--- config.mk ---
export PLATFORM = sky130hd
export DESIGN_NAME = motor_status_frame_parser_unit
export DESIGN_NICKNAME = d
export VERILOG_FILES = /design/src/hw/rtl/msfp_pkg.sv /design/src/hw/rtl/msfp_in_reg.sv /design/src/hw/rtl/msfp_parser.sv /design/src/hw/rtl/msfp_out_reg.sv /design/src/hw/rtl/motor_status_frame_parser_unit.sv
export SDC_FILE = /design/constraint.sdc
export NUM_CORES = 1
export LEC_CHECK = 0
export ABC_AREA = 1
export ABC_CLOCK_PERIOD_IN_PS = 7240
export BUFFER_PORTS_ARGS = -buffer_cell sky130_fd_sc_hd__buf_2
export CELL_PAD_IN_SITES_DETAIL_PLACEMENT = 0
export CELL_PAD_IN_SITES_GLOBAL_PLACEMENT = 2
export CORE_MARGIN = 2
export CORE_UTILIZATION = 33
export CTS_CLUSTER_SIZE = 24
export DETAILED_ROUTE_END_ITERATION = 8
export HOLD_SLACK_MARGIN = 0.06
export PLACE_DENSITY = 0.84
export SYNTH_ARGS = -nofsm -noshare
export SYNTH_HDL_FRONTEND = slang
export SYNTH_SLANG_ARGS = --single-unit
export TNS_END_PERCENT = 30
--- constraint.sdc ---
create_clock -name clk -period 7.24 [get_ports clk]
set_input_delay 2.172 -clock clk [delete_from_list [all_inputs] [get_ports clk]]
set_output_delay 2.172 -clock clk [all_outputs]
set_load 0.01 [all_outputs]
--- src/hw/rtl/msfp_pkg.sv ---
`timescale 1ns / 1ps
`default_nettype none
// ---------------------------------------------------------------------------
// msfp_pkg
// Shared types, constants and the CRC-16 byte update for the motor status
// frame parser.
// ---------------------------------------------------------------------------
package msfp_pkg;

  // Frame format
  localparam int unsigned MAX_PAYLOAD = 80;
  localparam int unsigned LEN_W       = $clog2(MAX_PAYLOAD + 1);
  localparam logic [7:0]  START_BYTE  = 8'd2;
  localparam logic [7:0]  END_BYTE    = 8'd3;
  localparam logic [7:0]  STATUS_CMD  = 8'd4;
  localparam logic [LEN_W-1:0] MIN_LEN = LEN_W'(29);
  localparam logic [15:0] CRC_POLY    = 16'h1021;

  // Payload byte positions of the captured fields
  localparam logic [LEN_W-1:0] IDX_CMD      = LEN_W'(0);
  localparam logic [LEN_W-1:0] IDX_CUR_LO   = LEN_W'(9);
  localparam logic [LEN_W-1:0] IDX_CUR_HI   = LEN_W'(12);
  localparam logic [LEN_W-1:0] IDX_DUTY_LO  = LEN_W'(21);
  localparam logic [LEN_W-1:0] IDX_DUTY_HI  = LEN_W'(22);
  localparam logic [LEN_W-1:0] IDX_RPM_LO   = LEN_W'(23);
  localparam logic [LEN_W-1:0] IDX_RPM_HI   = LEN_W'(26);
  localparam logic [LEN_W-1:0] IDX_VOLT_LO  = LEN_W'(27);
  localparam logic [LEN_W-1:0] IDX_VOLT_HI  = LEN_W'(28);

  typedef enum logic [2:0] {
    PH_HUNT = 3'd0,
    PH_LEN  = 3'd1,
    PH_DATA = 3'd2,
    PH_CRCH = 3'd3,
    PH_CRCL = 3'd4,
    PH_END  = 3'd5
  } phase_t;

  // One decoded status result
  typedef struct packed {
    logic signed [31:0] motor_current;
    logic signed [15:0] duty_cycle;
    logic signed [31:0] electrical_rpm;
    logic signed [15:0] input_voltage;
  } status_t;

  // CRC-16/XMODEM, one byte, MSB first
  function automatic logic [15:0] crc_byte(input logic [15:0] crc, input logic [7:0] b);
    logic [15:0] c;
    c = crc ^ {b, 8'h00};
    for (int k = 0; k < 8; k++) begin
      if (c[15]) begin
        c = {c[14:0], 1'b0} ^ CRC_POLY;
      end else begin
        c = {c[14:0], 1'b0};
      end
    end
    return c;
  endfunction

endpackage
`default_nettype wire

--- src/hw/rtl/msfp_in_reg.sv ---
`timescale 1ns / 1ps
`default_nettype none
// ---------------------------------------------------------------------------
// msfp_in_reg
// Input register stage: holds one received byte for the parser.
// ---------------------------------------------------------------------------
module msfp_in_reg
  import msfp_pkg::*;
(
  input  wire logic       clk,
  input  wire logic       rst,
  input  wire logic       in_valid,
  output logic            in_ready,
  input  wire logic [7:0] rx_byte,
  output logic            byte_valid,
  output logic [7:0]      byte_data,
  input  wire logic       byte_take
);

  // Accept when empty or when the held byte leaves this cycle
  assign in_ready = !byte_valid || byte_take;

  always_ff @(posedge clk) begin
    if (rst) begin
      byte_valid <= 1'b0;
    end else if (in_ready) begin
      byte_valid <= in_valid;
    end
  end

  always_ff @(posedge clk) begin
    if (in_valid && in_ready) begin
      byte_data <= rx_byte;
    end
  end

endmodule
`default_nettype wire

--- src/hw/rtl/msfp_parser.sv ---
`timescale 1ns / 1ps
`default_nettype none
// ---------------------------------------------------------------------------
// msfp_parser
// Frame state machine: length check, per-byte CRC, field capture and the
// final frame check.
// ---------------------------------------------------------------------------
module msfp_parser
  import msfp_pkg::*;
(
  input  wire logic       clk,
  input  wire logic       rst,
  input  wire logic       byte_valid,
  input  wire logic [7:0] byte_data,
  output logic            byte_take,
  input  wire logic       res_space,
  output logic            res_load,
  output status_t         res_data
);

  phase_t            phase, phase_next;
  logic [LEN_W-1:0]  payload_length;
  logic [LEN_W-1:0]  byte_index;
  logic [LEN_W-1:0]  index_inc;
  logic [15:0]       running_crc;
  logic [15:0]       received_crc;
  logic [7:0]        command_byte;
  logic [31:0]       current_capture;
  logic [15:0]       duty_capture;
  logic [31:0]       rpm_capture;
  logic [15:0]       voltage_capture;
  logic              len_ok;
  logic              frame_ok;

  // Only the end byte can produce a result, so only it waits on output space
  assign byte_take = byte_valid && ((phase != PH_END) || res_space);

  assign index_inc = byte_index + LEN_W'(1);
  assign len_ok    = (byte_data != 8'd0) && ({1'b0, byte_data} <= 9'(MAX_PAYLOAD));
  assign frame_ok  = (byte_data == END_BYTE) && (received_crc == running_crc) &&
                     (payload_length >= MIN_LEN) && (command_byte == STATUS_CMD);

  // Next phase and result strobe
  always_comb begin
    phase_next = phase;
    res_load   = 1'b0;
    if (byte_take) begin
      unique case (phase)
        PH_HUNT: if (byte_data == START_BYTE) phase_next = PH_LEN;
        PH_LEN:  phase_next = len_ok ? PH_DATA : PH_HUNT;
        PH_DATA: if (index_inc >= payload_length) phase_next = PH_CRCH;
        PH_CRCH: phase_next = PH_CRCL;
        PH_CRCL: phase_next = PH_END;
        PH_END: begin
          res_load   = frame_ok;
          phase_next = PH_HUNT;
        end
        default: phase_next = PH_HUNT;
      endcase
    end
  end

  always_ff @(posedge clk) begin
    if (rst) begin
      phase <= PH_HUNT;
    end else begin
      phase <= phase_next;
    end
  end

  // Length, index, CRC and capture registers
  always_ff @(posedge clk) begin
    if (rst) begin
      payload_length  <= '0;
      byte_index      <= '0;
      running_crc     <= '0;
      received_crc    <= '0;
      command_byte    <= '0;
      current_capture <= '0;
      duty_capture    <= '0;
      rpm_capture     <= '0;
      voltage_capture <= '0;
    end else if (byte_take) begin
      unique case (phase)
        PH_LEN: begin
          payload_length <= byte_data[LEN_W-1:0];
          byte_index     <= '0;
          running_crc    <= '0;
        end
        PH_DATA: begin
          running_crc <= crc_byte(running_crc, byte_data);
          byte_index  <= index_inc;
          if (byte_index == IDX_CMD) begin
            command_byte <= byte_data;
          end else if (byte_index >= IDX_CUR_LO && byte_index <= IDX_CUR_HI) begin
            current_capture <= {current_capture[23:0], byte_data};
          end else if (byte_index >= IDX_DUTY_LO && byte_index <= IDX_DUTY_HI) begin
            duty_capture <= {duty_capture[7:0], byte_data};
          end else if (byte_index >= IDX_RPM_LO && byte_index <= IDX_RPM_HI) begin
            rpm_capture <= {rpm_capture[23:0], byte_data};
          end else if (byte_index >= IDX_VOLT_LO && byte_index <= IDX_VOLT_HI) begin
            voltage_capture <= {voltage_capture[7:0], byte_data};
          end
        end
        PH_CRCH: received_crc <= {byte_data, 8'h00};
        PH_CRCL: received_crc <= {received_crc[15:8], byte_data};
        default: ;
      endcase
    end
  end

  assign res_data.motor_current  = current_capture;
  assign res_data.duty_cycle     = duty_capture;
  assign res_data.electrical_rpm = rpm_capture;
  assign res_data.input_voltage  = voltage_capture;

endmodule
`default_nettype wire

--- src/hw/rtl/msfp_out_reg.sv ---
`timescale 1ns / 1ps
`default_nettype none
// ---------------------------------------------------------------------------
// msfp_out_reg
// Result register: holds one status transaction until the sink takes it.
// ---------------------------------------------------------------------------
module msfp_out_reg
  import msfp_pkg::*;
(
  input  wire logic    clk,
  input  wire logic    rst,
  input  wire logic    res_load,
  input  status_t      res_data,
  output logic         res_space,
  output logic         out_valid,
  input  wire logic    out_ready,
  output status_t      out_data
);

  assign res_space = !out_valid || out_ready;

  always_ff @(posedge clk) begin
    if (rst) begin
      out_valid <= 1'b0;
    end else if (res_load) begin
      out_valid <= 1'b1;
    end else if (out_ready) begin
      out_valid <= 1'b0;
    end
  end

  always_ff @(posedge clk) begin
    if (res_load) begin
      out_data <= res_data;
    end
  end

endmodule
`default_nettype wire

--- src/hw/rtl/motor_status_frame_parser_unit.sv ---
// Order: a byte is registered on accept and then parsed; a status result
// is registered on the output the cycle after the parser takes its end byte.
// Throughput: one byte per cycle; the parser stalls only on an end byte while
// the result register is full and not being taken.
// Reset (rst, synchronous): parser returns to hunting for the start byte,
// all frame state is cleared and both register stages are emptied.
`timescale 1ns / 1ps
`default_nettype none
// ---------------------------------------------------------------------------
// motor_status_frame_parser_unit
// Deframes serial bytes into motor status results (CRC-16/XMODEM checked).
// ---------------------------------------------------------------------------
module motor_status_frame_parser_unit
  import msfp_pkg::*;
(
  input  wire logic               clk,
  input  wire logic               rst,
  input  wire logic               in_valid,
  output logic                    in_ready,
  input  wire logic [7:0]         rx_byte,
  output logic                    out_valid,
  input  wire logic               out_ready,
  output logic signed [31:0]      motor_current,
  output logic signed [15:0]      duty_cycle,
  output logic signed [31:0]      electrical_rpm,
  output logic signed [15:0]      input_voltage
);

  logic       byte_valid;
  logic [7:0] byte_data;
  logic       byte_take;
  logic       res_space;
  logic       res_load;
  status_t    res_data;
  status_t    out_data;

  // Input byte register
  msfp_in_reg u_in_reg (
    .clk        (clk),
    .rst        (rst),
    .in_valid   (in_valid),
    .in_ready   (in_ready),
    .rx_byte    (rx_byte),
    .byte_valid (byte_valid),
    .byte_data  (byte_data),
    .byte_take  (byte_take)
  );

  // Frame parser
  msfp_parser u_parser (
    .clk        (clk),
    .rst        (rst),
    .byte_valid (byte_valid),
    .byte_data  (byte_data),
    .byte_take  (byte_take),
    .res_space  (res_space),
    .res_load   (res_load),
    .res_data   (res_data)
  );

  // Result register
  msfp_out_reg u_out_reg (
    .clk       (clk),
    .rst       (rst),
    .res_load  (res_load),
    .res_data  (res_data),
    .res_space (res_space),
    .out_valid (out_valid),
    .out_ready (out_ready),
    .out_data  (out_data)
  );

  assign motor_current  = out_data.motor_current;
  assign duty_cycle     = out_data.duty_cycle;
  assign electrical_rpm = out_data.electrical_rpm;
  assign input_voltage  = out_data.input_voltage;

endmodule
`default_nettype wire
==> metrics.csv <==
stage,metric,value,unit
outcome,status,"complete, no violations",
clocking,hold_buf cts,0,
timing,Final period util,0.6944,
timing,final setup fails,0,
synthesis,Mapped Area,10330,um^2
route,Met2 Routed Length,10110,um
floorplanning,Initial Utilization,0.3368,
worst_setup_path,CP Capture Type,output pin,
route,vias per cell,4.632,
pwr,Worst IR Drop VDD,0.0001531,V
clocking,PostCTS Resize Cnt,0,
synthesis,synth unique cells,34,
synthesis,sequential cell area fraction in the yosys report,0.6027,
pwr,power density cells,253.1,nW/um^2
final_layout,Filler Cell Count,3076,
route,uppermost layer routed,met4,
synthesis,Yosys top cell by area,edfxtp_1,
placement,Port Buffers,109,
synthesis,syn nets,1142,
clocking,Root Driver,clkbuf_16,
worst_setup_path,CP max stage cell,nor2_1,
synthesis,Synth top area share,0.3023,
timing,max-slew violations,0,
clocking,H-tree levels,1,
route,via count,7537,
clocking,TritonCTS clock tree,yes,
final_layout,share of layout cells above drive strength 1,0.1527,
floorplanning,Die H,180.9,um
synthesis,Mean Syn Cell Area,9.223,um^2
pwr,Pleak,5.078,nW
final_layout,Layout area overhead,17.18,%
floorplanning,DIE AREA,32730,um^2
timing,Slew @ Worst Pin,0.9634,ns
global_routing,vias in the first global route,7133,
floorplanning,Die W,180.9,um
worst_setup_path,worst path bufs/invs,2,
timing,final hold violation count,0,
clocking,Post-CTS Setup Bufs,0,
timing,worst slack on hold paths,0.4252,ns
timing,RSZ-0062 raised after global routing,no,
route,DRT iter0 DRCs,658,
synthesis,register bit total from synthesis,259,
clocking,Num CTS Buffers,28,
floorplanning,I/O Pins,110,
global_routing,gr ovfl total,0,
timing,relative slew slack,0.3563,
worst_setup_path,critical path startpoint category,input port,
worst_setup_path,CP peak stage delay,0.24,ns
clocking,clk slew on worst S/H paths,0.06,ns
run,max cap viols,0,
route,wire length on met1,12070,um
global_routing,initial antenna violation count,0,
timing,setup_tns,0,ns
route,WL met3,1087,um
clocking,"Clk Latency, worst-skew pair",0.54,ns
final_layout,Nets,1231,
synthesis,Area contributors post-synth,"edfxtp_1 30%, dfxtp_1 30%, nand2_1 7.4%",
worst_setup_path,Crit Path Class,input port to output pin,
placement,RePlAce Congestion,0.8008,
worst_setup_path,Critical Path RT,5.07,ns
timing,max frequency,0.1989,GHz
placement,HPWL Detailed,14980,um
worst_setup_path,crit-path cells,"buf_2, nor2_1, nand3_1, buf_2",
clocking,CTS Buffer Depth,3,
route,Wirelength per Cell,14.52,um
worst_setup_path,"CP delay by family, top",simple AND/OR/NAND/NOR gates,
route,DRC Markers,0,
final_layout,diodes inserted,0,
timing,Worst Skew,0.02013,ns
worst_setup_path,CP max FO,4,
timing,final worst path period need,5.027,ns
synthesis,yosys warns,0,
synthesis,Mapped Cells,1120,
route,post-route ant nets,0,
global_routing,Total Routing Usage GR,0.1428,
worst_setup_path,crit path DAT,2.86,ns
global_routing,largest net degree at the start of global routing,83,
route,TritonRoute pass-1 iters,5,
clocking,Sink Count,259,
global_routing,first-pass GRT wire length,38340,um
floorplanning,row count,64,
worst_setup_path,cell mode on critical path,buf_2,
hold_path,Hold WC Path Type,flip-flop to flip-flop,
route,Routed WL,23630,um
floorplanning,Core Region,30670,um^2
==> kinds of logic after synthesis <==
kind of cell | share of synthesized area
AO/OA/AOI/OAI | 0.08878
XOR/XNOR | 0.01781
flip-flops | 0.6027
AND/OR/NAND/NOR | 0.2151
adder cells (fa/ha/maj) | 0.01211
buffers and inverters | 0.06347
==> final timing paths <==
check / start / end / slack, ns / cells past startpoint
worst max-delay path: out_ready / in_ready / 2.21 / 4
worst min-delay path: u_parser.voltage_capture[12] / u_out_reg.out_data[12] / 0.43 / 0
worst max register to register: u_in_reg.byte_data[0] / u_out_reg.out_data[72] / 4.00 / 10
worst min register to register: u_parser.voltage_capture[12] / u_out_reg.out_data[12] / 0.43 / 0
==> report_power, final <==
part / switching [mW] / internal (mW)
Clock: 0.576 / 0.894
Combinational: 0.0478 / 0.0203
Sequential: 0.0139 / 1.51
==> cell usage after synthesis (all sizes together) <==
| cell type | instances |
|---|---|
| a21boi | 1 |
| a21oi | 90 |
| a22oi | 1 |
| buf | 33 |
| clkbuf | 23 |
| clkinv | 2 |
| dfxtp | 155 |
| edfxtp | 104 |
| ha | 10 |
| inv | 97 |
| nand2 | 209 |
| nand3 | 31 |
| nand3b | 26 |
| nand4 | 29 |
| nor2 | 179 |
| nor3 | 22 |
| o21ai | 86 |
| or2 | 1 |
| xnor2 | 14 |
| xor2 | 7 |
==> layout by cell type (no fill, tap or decap), types with 26 or more instances in the layout <==
master / count
inv_1: 92
nand3b_1: 26
a21oi_1: 90
nand3_1: 30
nor2_1: 172
nand2_1: 202
nand4_1: 27
clkbuf_16: 29
dfxtp_1: 155
buf_2: 109
edfxtp_1: 104
o21ai_0: 72
==> per-stage QoR <==
| stage | cell area [um^2] | total power, mW | setup WS [ns] | util | std cells |
|---|---|---|---|---|---|
| after global placement | 11140 | 1.626 | 2.268 | 0.3633 | 1575 |
| after CTS | 12100 | 3.103 | 2.207 | 0.3947 | 1627 |
| after global routing | 12100 | 3.172 | 2.144 | 0.3947 | 1627 |
| after detailed placement | 11140 | 1.625 | 2.215 | 0.3633 | 1575 |
| final | 12100 | 3.063 | 2.213 | 0.3947 | 1627 |
| after floorplan | 10330 | 1.596 | 0.1925 | - | 1120 |
==> routing by layer <==
layer,up-vias,global-route usage
met5,-,0
met4,0,0.03194
met3,30,0.02358
met2,158,0.2227
met1,3477,0.2077
li1,3872,-
==> worst reg2reg max path, cell delays in order, from the launching register on <==
cell,delay [ns]
edfxtp_1,0.72
inv_1,0.31
nor2_1,0.16
nand2_1,0.06
nor2_1,0.09
nand2_1,0.05
nor2_1,0.10
nand2_1,0.09
nor2_4,0.10
buf_4,0.41
buf_4,0.72
==> area by class of cell <==
type,instances,area (um^2),share of cell area
Tap cell,396,495.5,0.04093
Clock buffer,36,772.0,0.06378
Multi-Input combinational cell,706,3458,0.2857
Timing Repair Buffer,115,590.6,0.04879
Sequential cell,259,6226,0.5144
Inverter,99,371.6,0.03070
Clock inverter,16,190.2,0.01571
==> registers in the layout, summed over array words and instances (netlist names), 8 cells and up <==
signal,count
u_parser.running_crc,16
u_in_reg.byte_data,8
u_parser.current_capture,32
u_parser.command_byte,8
u_parser.rpm_capture,32
u_parser.voltage_capture,16
u_out_reg.out_data,96
u_parser.duty_capture,16
u_parser.received_crc,16
Note: power is estimated with default switching activity, not from simulation.
